<file path="src/rtl/grc_pkg.sv">
// package of the grid ray caster: constants, transaction types, states and helper functions
`default_nettype none

package grc_pkg;

    // geometry and march limits
    localparam int GRID_CELLS = 10;
    localparam int CELL_SIZE  = 60;
    localparam int MAX_STEPS  = 10;
    localparam int ANGLE_BITS = 12;

    // transaction field widths
    localparam int ROW_IDX_W  = 4;
    localparam int ROW_BITS_W = 10;
    localparam int COORD_W    = 16;

    // fixed point coordinates, Q10.6 pixels
    localparam int FRAC_ONE   = 64;
    localparam int CELL_Q     = CELL_SIZE * FRAC_ONE;
    localparam int WORLD_Q    = GRID_CELLS * CELL_Q;
    localparam int COORD_TOP  = WORLD_Q - FRAC_ONE;
    localparam int NUDGE_Q    = 6;

    // slopes in Q7.8
    localparam int SLOPE_FRAC = 8;
    localparam int SLOPE_CUT  = 58 << SLOPE_FRAC;
    localparam int SLOPE_SAT  = 57 << SLOPE_FRAC;
    localparam int SLOPE_W    = 16;

    // angle phase, 16 bits per turn
    localparam int PHASE_W        = 16;
    localparam int RES_W          = PHASE_W - 2;
    localparam int PHASE_QUARTER  = 1 << RES_W;
    localparam int PHASE_HALF     = 2 << RES_W;
    localparam int PHASE_3QUARTER = 3 << RES_W;

    // cordic rotator
    localparam int CORDIC_STEPS = 16;
    localparam int CORDIC_START = 16384;
    localparam int ITER_W       = $clog2(CORDIC_STEPS);
    localparam int CORDIC_W     = 18;
    localparam int TURN_W       = 14;

    // divider and shared multiplier
    localparam int MAG_W   = 17;
    localparam int QUO_W   = 15;
    localparam int QCNT_W  = $clog2(QUO_W);
    localparam int MUL_W   = 18;
    localparam int PROD_W  = 2 * MUL_W;

    // march and distance counters
    localparam int CELL_W  = $clog2(GRID_CELLS);
    localparam int STEP_W  = $clog2(MAX_STEPS + 1);
    localparam int DIST_W  = 3;

    // operation codes
    localparam logic OP_ROW_WRITE = 1'b0;
    localparam logic OP_CAST      = 1'b1;

    typedef struct packed {
        logic                  operation;
        logic [ROW_IDX_W-1:0]  row_index;
        logic [ROW_BITS_W-1:0] row_bits;
        logic [COORD_W-1:0]    player_x;
        logic [COORD_W-1:0]    player_y;
        logic [ANGLE_BITS-1:0] ray_angle;
    } grc_req_t;

    typedef struct packed {
        logic [COORD_W-1:0] hit_x;
        logic [COORD_W-1:0] hit_y;
        logic               hit_on_vertical;
    } grc_rsp_t;

    typedef enum logic [3:0] {
        ST_IDLE,
        ST_CORDIC,
        ST_SETUP,
        ST_DIV_INIT,
        ST_DIV_RUN,
        ST_MARCH_INIT,
        ST_MARCH_MUL,
        ST_MARCH_ADD,
        ST_MARCH_TEST,
        ST_DIST,
        ST_DONE
    } grc_state_t;

    // arctangent table in 1/65536 turn
    function automatic logic [TURN_W-1:0] cordic_turn(input logic [ITER_W-1:0] idx);
        logic [TURN_W-1:0] t;
        unique case (idx)
            4'd0:    t = 14'd8192;
            4'd1:    t = 14'd4836;
            4'd2:    t = 14'd2555;
            4'd3:    t = 14'd1297;
            4'd4:    t = 14'd651;
            4'd5:    t = 14'd326;
            4'd6:    t = 14'd163;
            4'd7:    t = 14'd81;
            4'd8:    t = 14'd41;
            4'd9:    t = 14'd20;
            4'd10:   t = 14'd10;
            4'd11:   t = 14'd5;
            4'd12:   t = 14'd3;
            4'd13:   t = 14'd1;
            4'd14:   t = 14'd1;
            default: t = '0;
        endcase
        return t;
    endfunction

    // cell index of an in-world coordinate, by parallel compares against grid lines
    function automatic logic [CELL_W-1:0] cell_of(input logic [COORD_W-1:0] v);
        logic [CELL_W-1:0] n;
        n = '0;
        for (int k = 1; k < GRID_CELLS; k++) begin
            if (int'(v) >= k * CELL_Q) begin
                n = n + 1'b1;
            end
        end
        return n;
    endfunction

    // coordinate of the left or top line of a cell
    function automatic logic [COORD_W-1:0] cell_base(input logic [CELL_W-1:0] c);
        return COORD_W'(int'(c) * CELL_Q);
    endfunction

    // origin saturation to the last pixel of the world
    function automatic logic [COORD_W-1:0] clamp_in(input logic [COORD_W-1:0] v);
        return (int'(v) >= WORLD_Q) ? COORD_W'(COORD_TOP) : v;
    endfunction

    // coordinate widened to a signed multiplier operand
    function automatic logic signed [MUL_W-1:0] coord_s(input logic [COORD_W-1:0] v);
        return signed'({{(MUL_W - COORD_W){1'b0}}, v});
    endfunction

endpackage

`default_nettype wire

</file>
<file path="src/rtl/grid_ray_caster_unit.sv">
// grid ray caster top level: wall map, cordic, slope divider, two grid marches and distance pick
`default_nettype none

// Usage
//   req channel (valid/ready) carries one grc_req_t transaction. operation OP_ROW_WRITE
//   loads one row of the 10x10 wall map in the accept cycle and returns nothing; a
//   row_index past the map is dropped. operation OP_CAST casts one ray and returns one
//   grc_rsp_t transaction on the rsp channel (valid/ready).
//   Cast sequence after acceptance: 16 cordic iterations, setup, two slope divisions
//   (only the saturation check when saturated), two marches of an init step plus the
//   multiply, add and test states per grid line tested, squared distances on the
//   shared 18x18 multiplier, and ST_DONE to load the result. A cast ends sooner when a march meets a
//   wall early or the angle sits on an axis. req_ready is high only while no cast is in
//   flight, so casts run one at a time; row writes go one per cycle while idle.
//   The result sits in an output register: the next transaction is taken while it waits.
//   A stalled receiver only holds a finished cast in its last cycle until the output
//   register frees up.
//   Reset (rst_n low, asynchronous) empties the wall map and drops any cast in flight.
module grid_ray_caster_unit
    import grc_pkg::*;
(
    input  wire logic     clk,
    input  wire logic     rst_n,
    input  wire logic     req_valid,
    output logic          req_ready,
    input  wire grc_req_t req,
    output logic          rsp_valid,
    input  wire logic     rsp_ready,
    output grc_rsp_t      rsp
);

    localparam logic signed [PROD_W-1:0]  WORLD_P   = PROD_W'(WORLD_Q);
    localparam logic signed [SLOPE_W-1:0] SLOPE_MAX = SLOPE_W'(SLOPE_CUT);

    // sequencer and control registers
    grc_state_t              state_reg, state_next;
    logic [GRID_CELLS-1:0]   map_reg [GRID_CELLS];
    logic [GRID_CELLS-1:0]   map_next [GRID_CELLS];
    logic                    rsp_valid_reg, rsp_valid_next;
    logic [ITER_W-1:0]       iter_reg, iter_next;
    logic [QCNT_W-1:0]       div_cnt_reg, div_cnt_next;
    logic [STEP_W-1:0]       step_reg, step_next;
    logic [DIST_W-1:0]       dist_cnt_reg, dist_cnt_next;
    logic                    div_sel_reg, div_sel_next;
    logic                    march_sel_reg, march_sel_next;

    // datapath registers
    logic [COORD_W-1:0]         px_reg, px_next, py_reg, py_next;
    logic [PHASE_W-1:0]         phase_reg, phase_next;
    logic signed [CORDIC_W-1:0] cx_reg, cx_next, cy_reg, cy_next, z_reg, z_next;
    logic [MAG_W-1:0]           cmag_reg, cmag_next, smag_reg, smag_next;
    logic                       xneg_reg, xneg_next, yneg_reg, yneg_next, sneg_reg, sneg_next;
    logic [MAG_W-1:0]           rem_reg, rem_next;
    logic [QUO_W-1:0]           quo_reg, quo_next, nbits_reg, nbits_next;
    logic signed [SLOPE_W-1:0]  tslope_reg, tslope_next, kslope_reg, kslope_next;
    logic [COORD_W-1:0]         a_reg, a_next, b_reg, b_next;
    logic [CELL_W-1:0]          acell_reg, acell_next;
    logic signed [PROD_W-1:0]   prod_reg, prod_next;
    logic [COORD_W-1:0]         vx_reg, vx_next, vy_reg, vy_next;
    logic [COORD_W-1:0]         hx_reg, hx_next, hy_reg, hy_next;
    logic [PROD_W-1:0]          accv_reg, accv_next, acch_reg, acch_next;
    grc_rsp_t                   rsp_reg, rsp_next;

    // shared multiplier
    logic signed [MUL_W-1:0]  mul_a, mul_b;
    logic signed [PROD_W-1:0] mul_out;

    // combinational helpers
    logic [PHASE_W-1:0]         phase_in;
    logic signed [CORDIC_W-1:0] dx, dy, turn_s;
    logic [MAG_W-1:0]           cxm, cym, num_sel, den_sel;
    logic                       div_sat;
    logic [MAG_W:0]             trial;
    logic                       quo_bit;
    logic [QUO_W-1:0]           quo_new, fin_mag;
    logic                       slope_wr;
    logic signed [SLOPE_W-1:0]  slope_val, slope_sel;
    logic [COORD_W-1:0]         oa_sel, ob_sel;
    logic                       neg_sel;
    logic [CELL_W-1:0]          oa_cell, b_cell, ca_idx;
    logic                       out_of_map, wall_hit;
    logic signed [PROD_W-1:0]   bsum;
    logic signed [MUL_W-1:0]    diff_sel;
    logic                       vert_wins;

    assign mul_out = mul_a * mul_b;

    assign phase_in = PHASE_W'({req.ray_angle, {(PHASE_W - ANGLE_BITS){1'b0}}});

    // cordic shift unit
    assign dx     = cy_reg >>> iter_reg;
    assign dy     = cx_reg >>> iter_reg;
    assign turn_s = signed'({{(CORDIC_W - TURN_W){1'b0}}, cordic_turn(iter_reg)});
    assign cxm    = cx_reg[CORDIC_W-1] ? '0 : cx_reg[MAG_W-1:0];
    assign cym    = cy_reg[CORDIC_W-1] ? '0 : cy_reg[MAG_W-1:0];

    // divider operands: first pass tan, second pass cot
    assign num_sel = div_sel_reg ? cmag_reg : smag_reg;
    assign den_sel = div_sel_reg ? smag_reg : cmag_reg;
    assign div_sat = (den_sel == '0) ||
                     ({{(QUO_W - SLOPE_FRAC){1'b0}}, num_sel} >=
                      {den_sel, {(QUO_W - SLOPE_FRAC){1'b0}}});
    assign trial   = {rem_reg, nbits_reg[QUO_W-1]};
    assign quo_bit = trial >= {1'b0, den_sel};
    assign quo_new = {quo_reg[QUO_W-2:0], quo_bit};

    // march operands: vertical lines first, horizontal second
    assign oa_sel    = march_sel_reg ? py_reg : px_reg;
    assign ob_sel    = march_sel_reg ? px_reg : py_reg;
    assign neg_sel   = march_sel_reg ? yneg_reg : xneg_reg;
    assign slope_sel = march_sel_reg ? kslope_reg : tslope_reg;
    assign oa_cell   = cell_of(oa_sel);
    assign b_cell    = cell_of(b_reg);
    assign bsum      = (prod_reg >>> SLOPE_FRAC) +
                       signed'({{(PROD_W - COORD_W){1'b0}}, ob_sel});

    // wall test, the cell behind a line when moving negative
    assign out_of_map = neg_sel && (acell_reg == '0);
    assign ca_idx     = neg_sel ? (acell_reg - 1'b1) : acell_reg;
    assign wall_hit   = out_of_map ||
                        (march_sel_reg ? map_reg[ca_idx][b_cell] : map_reg[b_cell][ca_idx]);

    assign vert_wins = acch_reg > accv_reg;

    // distance operand per multiplier pass
    always_comb
    begin
        unique case (dist_cnt_reg)
            3'd0:    diff_sel = coord_s(vx_reg) - coord_s(px_reg);
            3'd1:    diff_sel = coord_s(vy_reg) - coord_s(py_reg);
            3'd2:    diff_sel = coord_s(hx_reg) - coord_s(px_reg);
            3'd3:    diff_sel = coord_s(hy_reg) - coord_s(py_reg);
            default: diff_sel = '0;
        endcase
    end

    // sequencer next state and datapath updates
    always_comb
    begin
        state_next     = state_reg;
        map_next       = map_reg;
        rsp_valid_next = rsp_valid_reg && !rsp_ready;
        iter_next      = iter_reg;
        div_cnt_next   = div_cnt_reg;
        step_next      = step_reg;
        dist_cnt_next  = dist_cnt_reg;
        div_sel_next   = div_sel_reg;
        march_sel_next = march_sel_reg;
        px_next        = px_reg;
        py_next        = py_reg;
        phase_next     = phase_reg;
        cx_next        = cx_reg;
        cy_next        = cy_reg;
        z_next         = z_reg;
        cmag_next      = cmag_reg;
        smag_next      = smag_reg;
        xneg_next      = xneg_reg;
        yneg_next      = yneg_reg;
        sneg_next      = sneg_reg;
        rem_next       = rem_reg;
        quo_next       = quo_reg;
        nbits_next     = nbits_reg;
        tslope_next    = tslope_reg;
        kslope_next    = kslope_reg;
        a_next         = a_reg;
        acell_next     = acell_reg;
        b_next         = b_reg;
        prod_next      = prod_reg;
        vx_next        = vx_reg;
        vy_next        = vy_reg;
        hx_next        = hx_reg;
        hy_next        = hy_reg;
        accv_next      = accv_reg;
        acch_next      = acch_reg;
        rsp_next       = rsp_reg;
        mul_a          = '0;
        mul_b          = '0;
        req_ready      = 1'b0;
        slope_wr       = 1'b0;
        fin_mag        = '0;
        slope_val      = '0;

        unique case (state_reg)
            ST_IDLE:
            begin
                req_ready = 1'b1;
                if (req_valid)
                begin
                    if (req.operation == OP_ROW_WRITE)
                    begin
                        if (req.row_index < ROW_IDX_W'(GRID_CELLS))
                        begin
                            map_next[req.row_index[CELL_W-1:0]] = req.row_bits[GRID_CELLS-1:0];
                        end
                    end
                    else
                    begin
                        px_next    = clamp_in(req.player_x);
                        py_next    = clamp_in(req.player_y);
                        phase_next = phase_in;
                        cx_next    = CORDIC_W'(CORDIC_START);
                        cy_next    = '0;
                        z_next     = signed'({{(CORDIC_W - RES_W){1'b0}}, phase_in[RES_W-1:0]});
                        iter_next  = '0;
                        state_next = (phase_in[RES_W-1:0] == '0) ? ST_SETUP : ST_CORDIC;
                    end
                end
            end

            // one rotation per cycle
            ST_CORDIC:
            begin
                if (!z_reg[CORDIC_W-1])
                begin
                    cx_next = cx_reg - dx;
                    cy_next = cy_reg + dy;
                    z_next  = z_reg - turn_s;
                end
                else
                begin
                    cx_next = cx_reg + dx;
                    cy_next = cy_reg - dy;
                    z_next  = z_reg + turn_s;
                end
                iter_next = iter_reg + 1'b1;
                if (iter_reg == ITER_W'(CORDIC_STEPS - 1))
                begin
                    state_next = ST_SETUP;
                end
            end

            // quadrant fold and direction signs
            ST_SETUP:
            begin
                cmag_next    = phase_reg[RES_W] ? cym : cxm;
                smag_next    = phase_reg[RES_W] ? cxm : cym;
                xneg_next    = (phase_reg > PHASE_W'(PHASE_QUARTER)) &&
                               (phase_reg < PHASE_W'(PHASE_3QUARTER));
                yneg_next    = phase_reg > PHASE_W'(PHASE_HALF);
                sneg_next    = ((phase_reg > PHASE_W'(PHASE_QUARTER)) &&
                                (phase_reg < PHASE_W'(PHASE_3QUARTER))) ^
                               (phase_reg > PHASE_W'(PHASE_HALF));
                div_sel_next = 1'b0;
                state_next   = ST_DIV_INIT;
            end

            // saturation check and divider load
            ST_DIV_INIT:
            begin
                if (div_sat)
                begin
                    slope_wr = 1'b1;
                    fin_mag  = QUO_W'(SLOPE_SAT);
                end
                else
                begin
                    rem_next     = MAG_W'(num_sel >> (QUO_W - SLOPE_FRAC));
                    nbits_next   = QUO_W'({num_sel, {SLOPE_FRAC{1'b0}}});
                    quo_next     = '0;
                    div_cnt_next = QCNT_W'(QUO_W - 1);
                    state_next   = ST_DIV_RUN;
                end
            end

            // restoring division, one quotient bit per cycle
            ST_DIV_RUN:
            begin
                rem_next     = quo_bit ? MAG_W'(trial - {1'b0, den_sel}) : MAG_W'(trial);
                quo_next     = quo_new;
                nbits_next   = nbits_reg << 1;
                div_cnt_next = div_cnt_reg - 1'b1;
                if (div_cnt_reg == '0)
                begin
                    slope_wr = 1'b1;
                    fin_mag  = (quo_new > QUO_W'(SLOPE_CUT)) ? QUO_W'(SLOPE_SAT) : quo_new;
                end
            end

            // first grid line from the origin cell
            ST_MARCH_INIT:
            begin
                step_next = '0;
                if (neg_sel)
                begin
                    a_next     = cell_base(oa_cell);
                    acell_next = oa_cell;
                end
                else if (oa_cell == CELL_W'(GRID_CELLS - 1))
                begin
                    a_next     = COORD_W'(COORD_TOP);
                    acell_next = CELL_W'(GRID_CELLS - 1);
                end
                else
                begin
                    a_next     = cell_base(oa_cell + 1'b1);
                    acell_next = oa_cell + 1'b1;
                end
                state_next = ST_MARCH_MUL;
            end

            // slope times distance along the stepped axis
            ST_MARCH_MUL:
            begin
                mul_a      = {{(MUL_W - SLOPE_W){slope_sel[SLOPE_W-1]}}, slope_sel};
                mul_b      = coord_s(a_reg) - coord_s(oa_sel);
                prod_next  = mul_out;
                state_next = ST_MARCH_ADD;
            end

            // cross coordinate with saturation
            ST_MARCH_ADD:
            begin
                if (bsum >= WORLD_P)
                begin
                    b_next = COORD_W'(COORD_TOP);
                end
                else if (bsum[PROD_W-1])
                begin
                    b_next = '0;
                end
                else
                begin
                    b_next = bsum[COORD_W-1:0];
                end
                state_next = ST_MARCH_TEST;
            end

            // wall test, keep the point, step to the next line
            ST_MARCH_TEST:
            begin
                if (march_sel_reg)
                begin
                    hy_next = a_reg;
                    hx_next = b_reg;
                end
                else
                begin
                    vx_next = a_reg;
                    vy_next = b_reg;
                end
                if (wall_hit || (step_reg == STEP_W'(MAX_STEPS - 1)))
                begin
                    if (!march_sel_reg)
                    begin
                        march_sel_next = 1'b1;
                        state_next     = ST_MARCH_INIT;
                    end
                    else
                    begin
                        dist_cnt_next = '0;
                        state_next    = ST_DIST;
                    end
                end
                else
                begin
                    step_next = step_reg + 1'b1;
                    if (neg_sel)
                    begin
                        if (a_reg < COORD_W'(CELL_Q))
                        begin
                            a_next     = COORD_W'(NUDGE_Q);
                            acell_next = '0;
                        end
                        else
                        begin
                            a_next     = a_reg - COORD_W'(CELL_Q);
                            acell_next = acell_reg - 1'b1;
                        end
                    end
                    else
                    begin
                        if (a_reg >= COORD_W'(WORLD_Q - CELL_Q))
                        begin
                            a_next     = COORD_W'(COORD_TOP);
                            acell_next = CELL_W'(GRID_CELLS - 1);
                        end
                        else
                        begin
                            a_next     = a_reg + COORD_W'(CELL_Q);
                            acell_next = acell_reg + 1'b1;
                        end
                    end
                    state_next = ST_MARCH_MUL;
                end
            end

            // squared distances, one square per cycle, each summed in the following cycle
            ST_DIST:
            begin
                mul_a         = diff_sel;
                mul_b         = diff_sel;
                dist_cnt_next = dist_cnt_reg + 1'b1;
                unique case (dist_cnt_reg)
                    3'd0:
                    begin
                        prod_next = mul_out;
                    end
                    3'd1:
                    begin
                        prod_next = mul_out;
                        accv_next = prod_reg;
                    end
                    3'd2:
                    begin
                        prod_next = mul_out;
                        accv_next = accv_reg + prod_reg;
                    end
                    3'd3:
                    begin
                        prod_next = mul_out;
                        acch_next = prod_reg;
                    end
                    3'd4:
                    begin
                        acch_next  = acch_reg + prod_reg;
                        state_next = ST_DONE;
                    end
                    default:
                    begin
                        state_next = ST_IDLE;
                    end
                endcase
            end

            // pick the nearer hit, ties go to the horizontal march
            ST_DONE:
            begin
                if (!rsp_valid_reg || rsp_ready)
                begin
                    rsp_next.hit_x           = vert_wins ? vx_reg : hx_reg;
                    rsp_next.hit_y           = vert_wins ? vy_reg : hy_reg;
                    rsp_next.hit_on_vertical = vert_wins;
                    rsp_valid_next           = 1'b1;
                    state_next               = ST_IDLE;
                end
            end

            default:
            begin
                state_next = ST_IDLE;
            end
        endcase

        // signed slope store after either division pass
        if (slope_wr)
        begin
            slope_val = sneg_reg ? -signed'({1'b0, fin_mag}) : signed'({1'b0, fin_mag});
            if (!div_sel_reg)
            begin
                tslope_next  = slope_val;
                div_sel_next = 1'b1;
                state_next   = ST_DIV_INIT;
            end
            else
            begin
                kslope_next    = slope_val;
                march_sel_next = 1'b0;
                state_next     = ST_MARCH_INIT;
            end
        end
    end

    // control registers
    always_ff @(posedge clk or negedge rst_n)
    begin
        if (!rst_n)
        begin
            state_reg     <= ST_IDLE;
            map_reg       <= '{default: '0};
            rsp_valid_reg <= 1'b0;
            iter_reg      <= '0;
            div_cnt_reg   <= '0;
            step_reg      <= '0;
            dist_cnt_reg  <= '0;
            div_sel_reg   <= 1'b0;
            march_sel_reg <= 1'b0;
        end
        else
        begin
            state_reg     <= state_next;
            map_reg       <= map_next;
            rsp_valid_reg <= rsp_valid_next;
            iter_reg      <= iter_next;
            div_cnt_reg   <= div_cnt_next;
            step_reg      <= step_next;
            dist_cnt_reg  <= dist_cnt_next;
            div_sel_reg   <= div_sel_next;
            march_sel_reg <= march_sel_next;
        end
    end

    // datapath registers
    always_ff @(posedge clk)
    begin
        px_reg     <= px_next;
        py_reg     <= py_next;
        phase_reg  <= phase_next;
        cx_reg     <= cx_next;
        cy_reg     <= cy_next;
        z_reg      <= z_next;
        cmag_reg   <= cmag_next;
        smag_reg   <= smag_next;
        xneg_reg   <= xneg_next;
        yneg_reg   <= yneg_next;
        sneg_reg   <= sneg_next;
        rem_reg    <= rem_next;
        quo_reg    <= quo_next;
        nbits_reg  <= nbits_next;
        tslope_reg <= tslope_next;
        kslope_reg <= kslope_next;
        a_reg      <= a_next;
        acell_reg  <= acell_next;
        b_reg      <= b_next;
        prod_reg   <= prod_next;
        vx_reg     <= vx_next;
        vy_reg     <= vy_next;
        hx_reg     <= hx_next;
        hy_reg     <= hy_next;
        accv_reg   <= accv_next;
        acch_reg   <= acch_next;
        rsp_reg    <= rsp_next;
    end

    assign rsp_valid = rsp_valid_reg;
    assign rsp       = rsp_reg;

`ifndef NO_ASSERTIONS
    // a cast transaction closes the input side on the next cycle
    a_cast_blocks_req: assert property (@(posedge clk) disable iff (!rst_n)
        (req_valid && req_ready && (req.operation == OP_CAST)) |=> !req_ready)
        else $error("input taken while a cast is in flight");

    // march step counter stays within the step budget
    a_step_bound: assert property (@(posedge clk) disable iff (!rst_n)
        ((state_reg == ST_MARCH_MUL) || (state_reg == ST_MARCH_ADD) ||
         (state_reg == ST_MARCH_TEST)) |-> (step_reg < STEP_W'(MAX_STEPS)))
        else $error("march ran past its step budget");

    // slopes used by a march are clamped
    a_slope_bound: assert property (@(posedge clk) disable iff (!rst_n)
        (state_reg == ST_MARCH_MUL) |-> ((slope_sel <= SLOPE_MAX) && (slope_sel >= -SLOPE_MAX)))
        else $error("march slope outside the clamp");

    // a result only appears after the final pick
    a_rsp_source: assert property (@(posedge clk) disable iff (!rst_n)
        $rose(rsp_valid) |-> $past(state_reg == ST_DONE))
        else $error("result raised outside the final pick");
`endif

endmodule

`default_nettype wire

</file>
<file path="config.mk">
export PLATFORM = sky130hd
export DESIGN_NAME = grid_ray_caster_unit
export DESIGN_NICKNAME = d
export VERILOG_FILES = /design/src/rtl/grc_pkg.sv /design/src/rtl/grid_ray_caster_unit.sv
export SDC_FILE = /design/constraint.sdc
export NUM_CORES = 2
export LEC_CHECK = 0
export BUFFER_PORTS_ARGS = -buffer_cell sky130_fd_sc_hd__buf_2
export CAP_MARGIN = 20
export CORE_MARGIN = 4
export CORE_UTILIZATION = 59
export CTS_BUF_LIST = sky130_fd_sc_hd__clkbuf_16
export DETAILED_ROUTE_END_ITERATION = 10
export PLACE_DENSITY_LB_ADDON = 0.3
export SYNTH_ARGS = -nofsm -noshare
export SYNTH_HDL_FRONTEND = slang
export SYNTH_SLANG_ARGS = --single-unit
</file>
<file path="constraint.sdc">
create_clock -name clk -period 9.8 [get_ports clk]
set_input_delay 1.96 -clock clk [delete_from_list [all_inputs] [get_ports clk]]
set_output_delay 1.96 -clock clk [all_outputs]
set_load 0.01 [all_outputs]
</file>
# Word level (Yosys, flattened, before mapping)
# Memories as Yosys holds them, arrays and structs flattened.
# Index checks and enable logic that the tools add are counted.
word_totals:
  memories: 1
  input_bits: 63
  romBits: 224
  out_inout_bits: 35
  wordCells: 336
  regBits: 576
op_classes:
  shifts: 2
  eq_ne: 31
  n_lt_le_gt_ge: 37
  n_mul: 3
  n_reduce_logical: 40
  bitwise_logic: 7
  addsub: 41
  mux: 126
memory_table:
  columns: ["memory", "depth", "width", "read_ports", "rd_clocked_by_memory_dff", "wr", "line", "source"]
  rows:
  - ["(name not given)", 16, 14, 1, 0, 0, "grc_pkg.sv:92", "unique case (idx)"]
op_table:
  columns: ["op", "n"]
  rows:
  - ["one-hot mux 36 bit (2 select lines)", 3]
  - ["2-to-1 mux 16 bit", 13]
  - ["one-hot mux 18 bit (2 select lines)", 5]
  - ["2-to-1 mux 18 bit", 9]
  - ["2-to-1 mux 4 bit", 35]
  - ["2-to-1 mux 17 bit", 8]
  - ["greater-or-equal comparator 16 x 15 -> 1 bit (second input constant)", 8]
  - ["bitwise mux 100 bit", 1]
  - ["subtractor 16 x 16 -> 17 bit", 5]
  - ["adder 4 x 1 -> 4 bit (second input constant)", 20]
  - ["binary-select mux 10 bit (select 4 bit)", 2]
  - ["greater-or-equal comparator 16 bit (second input constant)", 5]
  - ["adder 36 bit", 2]
  - ["one-hot mux 18 bit (4 select lines)", 1]
  - ["greater-or-equal comparator 16 x 14 -> 1 bit (second input constant)", 4]
  - ["one-hot mux 15 bit (2 select lines)", 2]
  - ["2-to-1 mux 10 bit", 5]
  - ["2-to-1 mux 15 bit", 3]
  - ["one-hot mux 4 bit (11 select lines)", 1]
  - ["demux 10 bit (select 4 bit)", 1]
  - ["one-hot mux 4 bit (2 select lines)", 5]
  - ["adder 18 bit", 2]
  - ["greater-than comparator 36 bit", 1]
  - ["multiplier 18 x 18 -> 36 bit", 1]
  - ["63 further kinds", 145]

# Depth between registers and ports, before layout
depth:
  word_depth: 31
  depth_mapped: 47
  depth_no_buf: 44

# Worst setup path after synthesis
# OpenSTA, ideal clock, no wires.
synth_timing:
  path_kind: "register -> register"
  startpoint: "register march_sel_reg"
  endpoint: "register prod_reg[32] (data pin)"
  stages_incl_launch_ff: 40
  required_time_ps: 9542
  setup_time_ps: 258
  t_arrival_ps: 9994
  period_less_slack_ps: 10252
  path_buffers: 5
  setup_slack_ps: -452
  path_cell_list: "dfrtp_1 > buf_2 > buf_1 > clkbuf_1 > buf_1 > mux2i_1 > ha_1 > a21o_1 > a21o_1 > a41o_1 > a21oi_1 > o21ai_0 > a21o_1 > a21oi_1 > o21ai_0 > a31oi_1 > mux2i_1 > nor3_1 > [... 4 more ...] > fa_1 > fa_1 > fa_1 > inv_1 > fa_1 > inv_1 > ha_1 > o21a_1 > o21ai_0 > a21oi_1 > o21ba_2 > a211oi_1 > a41o_1 > o41ai_1 > o21a_1 > o21bai_1 > a21oi_1 > xnor2_1"
synth_between:
  elab_chain_cells: 6
  elab_cells_between_ends: 8
  classes_between: "add/sub: 1; mul: 1; mux: 6"
synth_rtl:
  columns: ["element", "line", "source"]
  rows:
  - ["from (decl)", "grid_ray_caster_unit.sv:45", "logic march_sel_reg, march_sel_next;"]
  - ["from (signal assigned)", "grid_ray_caster_unit.sv:488", "march_sel_reg <= march_sel_next;"]
  - ["2-to-1 mux 16 bit", "grid_ray_caster_unit.sv:108", "assign oa_sel = march_sel_reg ? py_reg : px_reg;"]
  - ["subtractor 16 x 16 -> 17 bit", "grid_ray_caster_unit.sv:305", "mul_b = coord_s(a_reg) - coord_s(oa_sel);"]
  - ["one-hot mux 18 bit (2 select lines)", "grid_ray_caster_unit.sv:183", "unique case (state_reg)"]
  - ["multiplier 18 x 18 -> 36 bit *", "grid_ray_caster_unit.sv:86", "assign mul_out = mul_a * mul_b;"]
  - ["named net mul_out[32]", "grid_ray_caster_unit.sv:66", "logic signed [PROD_W-1:0] mul_out;"]
  - ["2-to-1 mux 36 bit", "grid_ray_caster_unit.sv:393", "unique case (dist_cnt_reg)"]
  - ["one-hot mux 36 bit (2 select lines) *", "grid_ray_caster_unit.sv:183", null]
  - ["to (signal assigned)", "grid_ray_caster_unit.sv:514", "prod_reg <= prod_next;"]
  - ["to (decl)", "grid_ray_caster_unit.sv:58", "logic signed [PROD_W-1:0] prod_reg, prod_next;"]
# Mark *: on every way through the listed nets, which the timed path passes. The rest lies on a longest branch. The select of a mux whose other input is x is not followed.
# A chain may end at the register's enable or synchronous reset.

# Final worst setup path
layout_timing:
  startpoint: "register dist_cnt_reg[1]"
  endpoint: "register prod_reg[32] (data pin)"
layout_between:
  elab_chain_cells: 6
  elab_cells_between_ends: 10
  classes_between: "mul: 1; eq/ne: 3; mux: 5; reduce/logical: 1"
layout_rtl:
  columns: ["element", "line", "source"]
  rows:
  - ["from (decl)", "grid_ray_caster_unit.sv:43", "logic [DIST_W-1:0] dist_cnt_reg, dist_cnt_next;"]
  - ["from (signal assigned)", "grid_ray_caster_unit.sv:486", "dist_cnt_reg <= dist_cnt_next;"]
  - ["equality test 3 x 2 -> 1 bit (tied with other cells)", "grid_ray_caster_unit.sv:128", "unique case (dist_cnt_reg)"]
  - ["one-hot mux 18 bit (4 select lines) *", "grid_ray_caster_unit.sv:128", null]
  - ["one-hot mux 18 bit (2 select lines)", "grid_ray_caster_unit.sv:183", null]
  - ["multiplier 18 x 18 -> 36 bit *", "grid_ray_caster_unit.sv:86", null]
  - ["named net mul_out[32]", "grid_ray_caster_unit.sv:66", null]
  - ["2-to-1 mux 36 bit", "grid_ray_caster_unit.sv:393", null]
  - ["one-hot mux 36 bit (2 select lines) *", "grid_ray_caster_unit.sv:183", null]
# Marked as above.

==> qor.yml <==
synth:
  synth_seq_area_share: 0.299
  synth_cells: 5598
  synthDistinctLibCells: 107
  synth_warnings: 0
  synth_top_area_frac: 0.242
  ys.flop_type: "edfxtp_1"
  netlist_top_cells_area: "edfxtp_1 (24%), fa_1 (13%), ha_1 (9.4%)"
  ys_async_sr_fraction: 0.222
  avgSynthCellArea_um2: 9.49
  syn_area_mm2: 0.0531
  synth_top_cell_by_area: "edfxtp_1"
  synth-edff-count: 428
  syn-num-nets: 6398
  ys_ff_latch: 550
global_route:
  track_usage: 0.311
  antenna_found_initial: 5
  grt_overflow_total: 0
  grt_pass1_vias: 42900
  grt_pass1_wl_um: 233000
  grt_max_degree: 79
hold_path:
  hold_depth: 0
  holdCritStartpoint: "b_reg[2]"
  hp-class: "reg -> reg"
  min_to: "hx_reg[2]"
timing:
  rsz0062_at_grt: "yes"
  fmax_mhz: 104
  min_period_over_period: 0.986
  period_minus_slack_ns: 9.66
  fin_skew_ns: 0.0221
  relSlewSlack: 0.338
  hold_viol: 0
  slew_viol_final: 0
  tightest_slew_ns: 0.983
  setup_viol: 0
finish:
  seq_area_mm2: 0.0159
  final_cells: 7065
  nets: 6645
  drive_gt1_frac: 0.156
  largest_reg_flops: 100
  area_growth_pct: 11.7
  fill_cells: 6961
  multiInputGateArea_mm2: 0.0348
  utilization: 0.668
die:
  fp.dieH_um: 308
  core_mm2: 0.0888
  rows: 109
  die_x_um: 308
  top_level_ports: 98
  start_util: 0.598
  fp.dieArea_mm2: 0.0949
worst_setup_path:
  reg2reg_depth: 41
  slowest_stage: "fa_1"
  crit_path_max_incr_delay_ns: 0.56
  start_kind: "flop"
  worstSetupPathType: "reg -> reg"
  path_common_cell: "buf_4"
  cp_max_fo: 24
  crit_required_ns: 10.22
  reg2reg_from: "dist_cnt_reg[1]"
  rrSetupSlack_ns: 0.14
  r2r_end: "prod_reg[32]"
  crit_path_end_kind: "flop"
  arrival_ns: 10.08
power_and_ir_drop:
  pwr_density_cell_mw_per_mm2: 310
  leakagePower_nw: 26.2
  ir_drop_uv: 803
  finalPower_mw: 18.4
placement:
  place_inst: 6909
  post-dp-hpwl_um: 115000
  io_buffers: 97
  gp_congestion: 0.982
job:
  max_cap_violations: 0
drt:
  wl_per_cell_um: 21.1
  drtIter0Drc: 3900
  final_antenna_net_count: 0
  drc_errors: 0
  wl_um: 149000
  num_vias: 43200
  drt-vias-per-instance: 6.11
  dr.pass1.iters: 6
clock_network:
  cts.sink_count: 550
  path_clk_slew_ns: 0.06
  root_buffer: "clkbuf_16"
  clkLatencyLatePin_ns: 0.68
  clock_path_buffers: 3
  ctsHoldBuffers: 0
  cts_tree: "done"
  numCtsBuffers: 60
  cts-htree-levels: 2
outcome:
  outcome: "completed"
stage by stage:
stage / cell area, µm² / setup TNS (ns) / setup WS, ns / hold slack (ns)
floorplan: 53200 / 0 / 0.0134 / 0.421
finish: 59300 / 0 / 0.138 / 0.458
global placement: 56300 / -0.874 / -0.193 / 0.424
CTS: 58600 / 0 / 0.0132 / 0.460
detailed placement: 56400 / -1.61 / -0.344 / 0.438
global route: 59300 / -0.611 / -0.212 / 0.490
timing repair:
| item | 4_1_cts | 5_1_grt |
|---|---|---|
| hold endpoints to repair | 0 | 0 |
| pin swaps | 19 | 94 |
| resized for setup | 22 | 126 |
| endpoints found under the setup margin | 7 | 14 |
| setup buffers | 7 | 30 |
layout make-up:
class	instances	share of cell area
multi-input cells	4229	0.586
flip-flops and latches	550	0.268
repair buffers	397	0.0476
inverters	607	0.0385
clock buffers	62	0.0262
well taps	1165	0.0246
clock inverters	52	0.00846
diodes	3	0.000127
critical path, delay by kind of cell, from the launching register on:
family          cells  cell delay (ns)
flops               1             0.43
fa+ha+maj           9             4.04
xor+xnor            1             0.08
compound gates     11             1.88
simple gates        8             1.41
buf+inv            12             1.58
cell usage in the layout (no fill, tap or decap), types with 24 or more instances in the layout:
cell,n
inv_1,597
nor3_1,86
ha_1,389
nand2b_1,99
o21ai_0,284
buf_2,97
o22ai_1,31
nand4_1,29
a21o_1,83
nor2_1,444
and3_1,38
dfrtp_1,117
xnor2_1,172
nand2_1,567
a21boi_0,24
or3_1,39
xor2_1,99
mux4_2,38
nor2b_1,51
buf_4,289
o21a_1,50
fa_1,326
edfxtp_1,428
mux2_2,181
mux2i_1,177
nand3_1,101
o211ai_1,27
a31oi_1,42
o21bai_1,43
and2_1,69
a211oi_1,24
clkbuf_16,62
a21oi_1,272
synth_stat cells (all sizes together), types with 38 or more instances:
library cell  number
nand3            102
xor2             100
fa               337
nor2             465
xnor2            177
nand2b           101
nand2            577
o21bai            45
a21oi            286
buf               56
a21o              83
nor2b             53
o21a              53
nor3              98
o21ai            311
mux4              38
mux2i            180
a31oi             47
and2              69
dfrtp            122
mux2             182
ha               400
and3              38
edfxtp           428
or3               40
inv              604
clkbuf           156
logic make-up after synthesis:
kind of cell	synth area share
buffers and inverters	0.0592
DFF	0.299
muxes	0.0887
and+or+nand+nor	0.146
AOI/OAI and AO/OA	0.137
adders and majority gates	0.221
xor gates and xnor gates	0.0485
where the power goes:
| part | internal (mW) | leakage, nW | switching (mW) |
|---|---|---|---|
| registers | 3.25 | 5.54 | 0.604 |
| clock network | 1.36 | 1.03 | 1.01 |
| logic | 5.24 | 19.7 | 6.94 |
routing by layer:
metal,GRT usage,wire [µm],up-vias,part of all wire
li1,-,-,20100,-
met1,0.419,60800,20900,0.41
met2,0.501,68300,1846,0.46
met3,0.0503,12800,365,0.086
met4,0.139,7070,0,0.047
met5,0,0,-,0
worst max path at each step:
| stage | start | cells after the start | end | slack, ns |
|---|---|---|---|---|
| detailed placement | dist_cnt_reg[0] | 41 | prod_reg[32] | -0.34 |
| global placement | dist_cnt_reg[0] | 41 | prod_reg[32] | -0.19 |
| finish | dist_cnt_reg[1] | 41 | prod_reg[32] | 0.14 |
| floorplan | dist_cnt_reg[0] | 43 | prod_reg[35] | 0.01 |
| CTS | dist_cnt_reg[0] | 43 | prod_reg[32] | 0.01 |
| global route | dist_cnt_reg[1] | 41 | prod_reg[32] | -0.21 |
No activity file was read; power rests on OpenSTA's default activity.
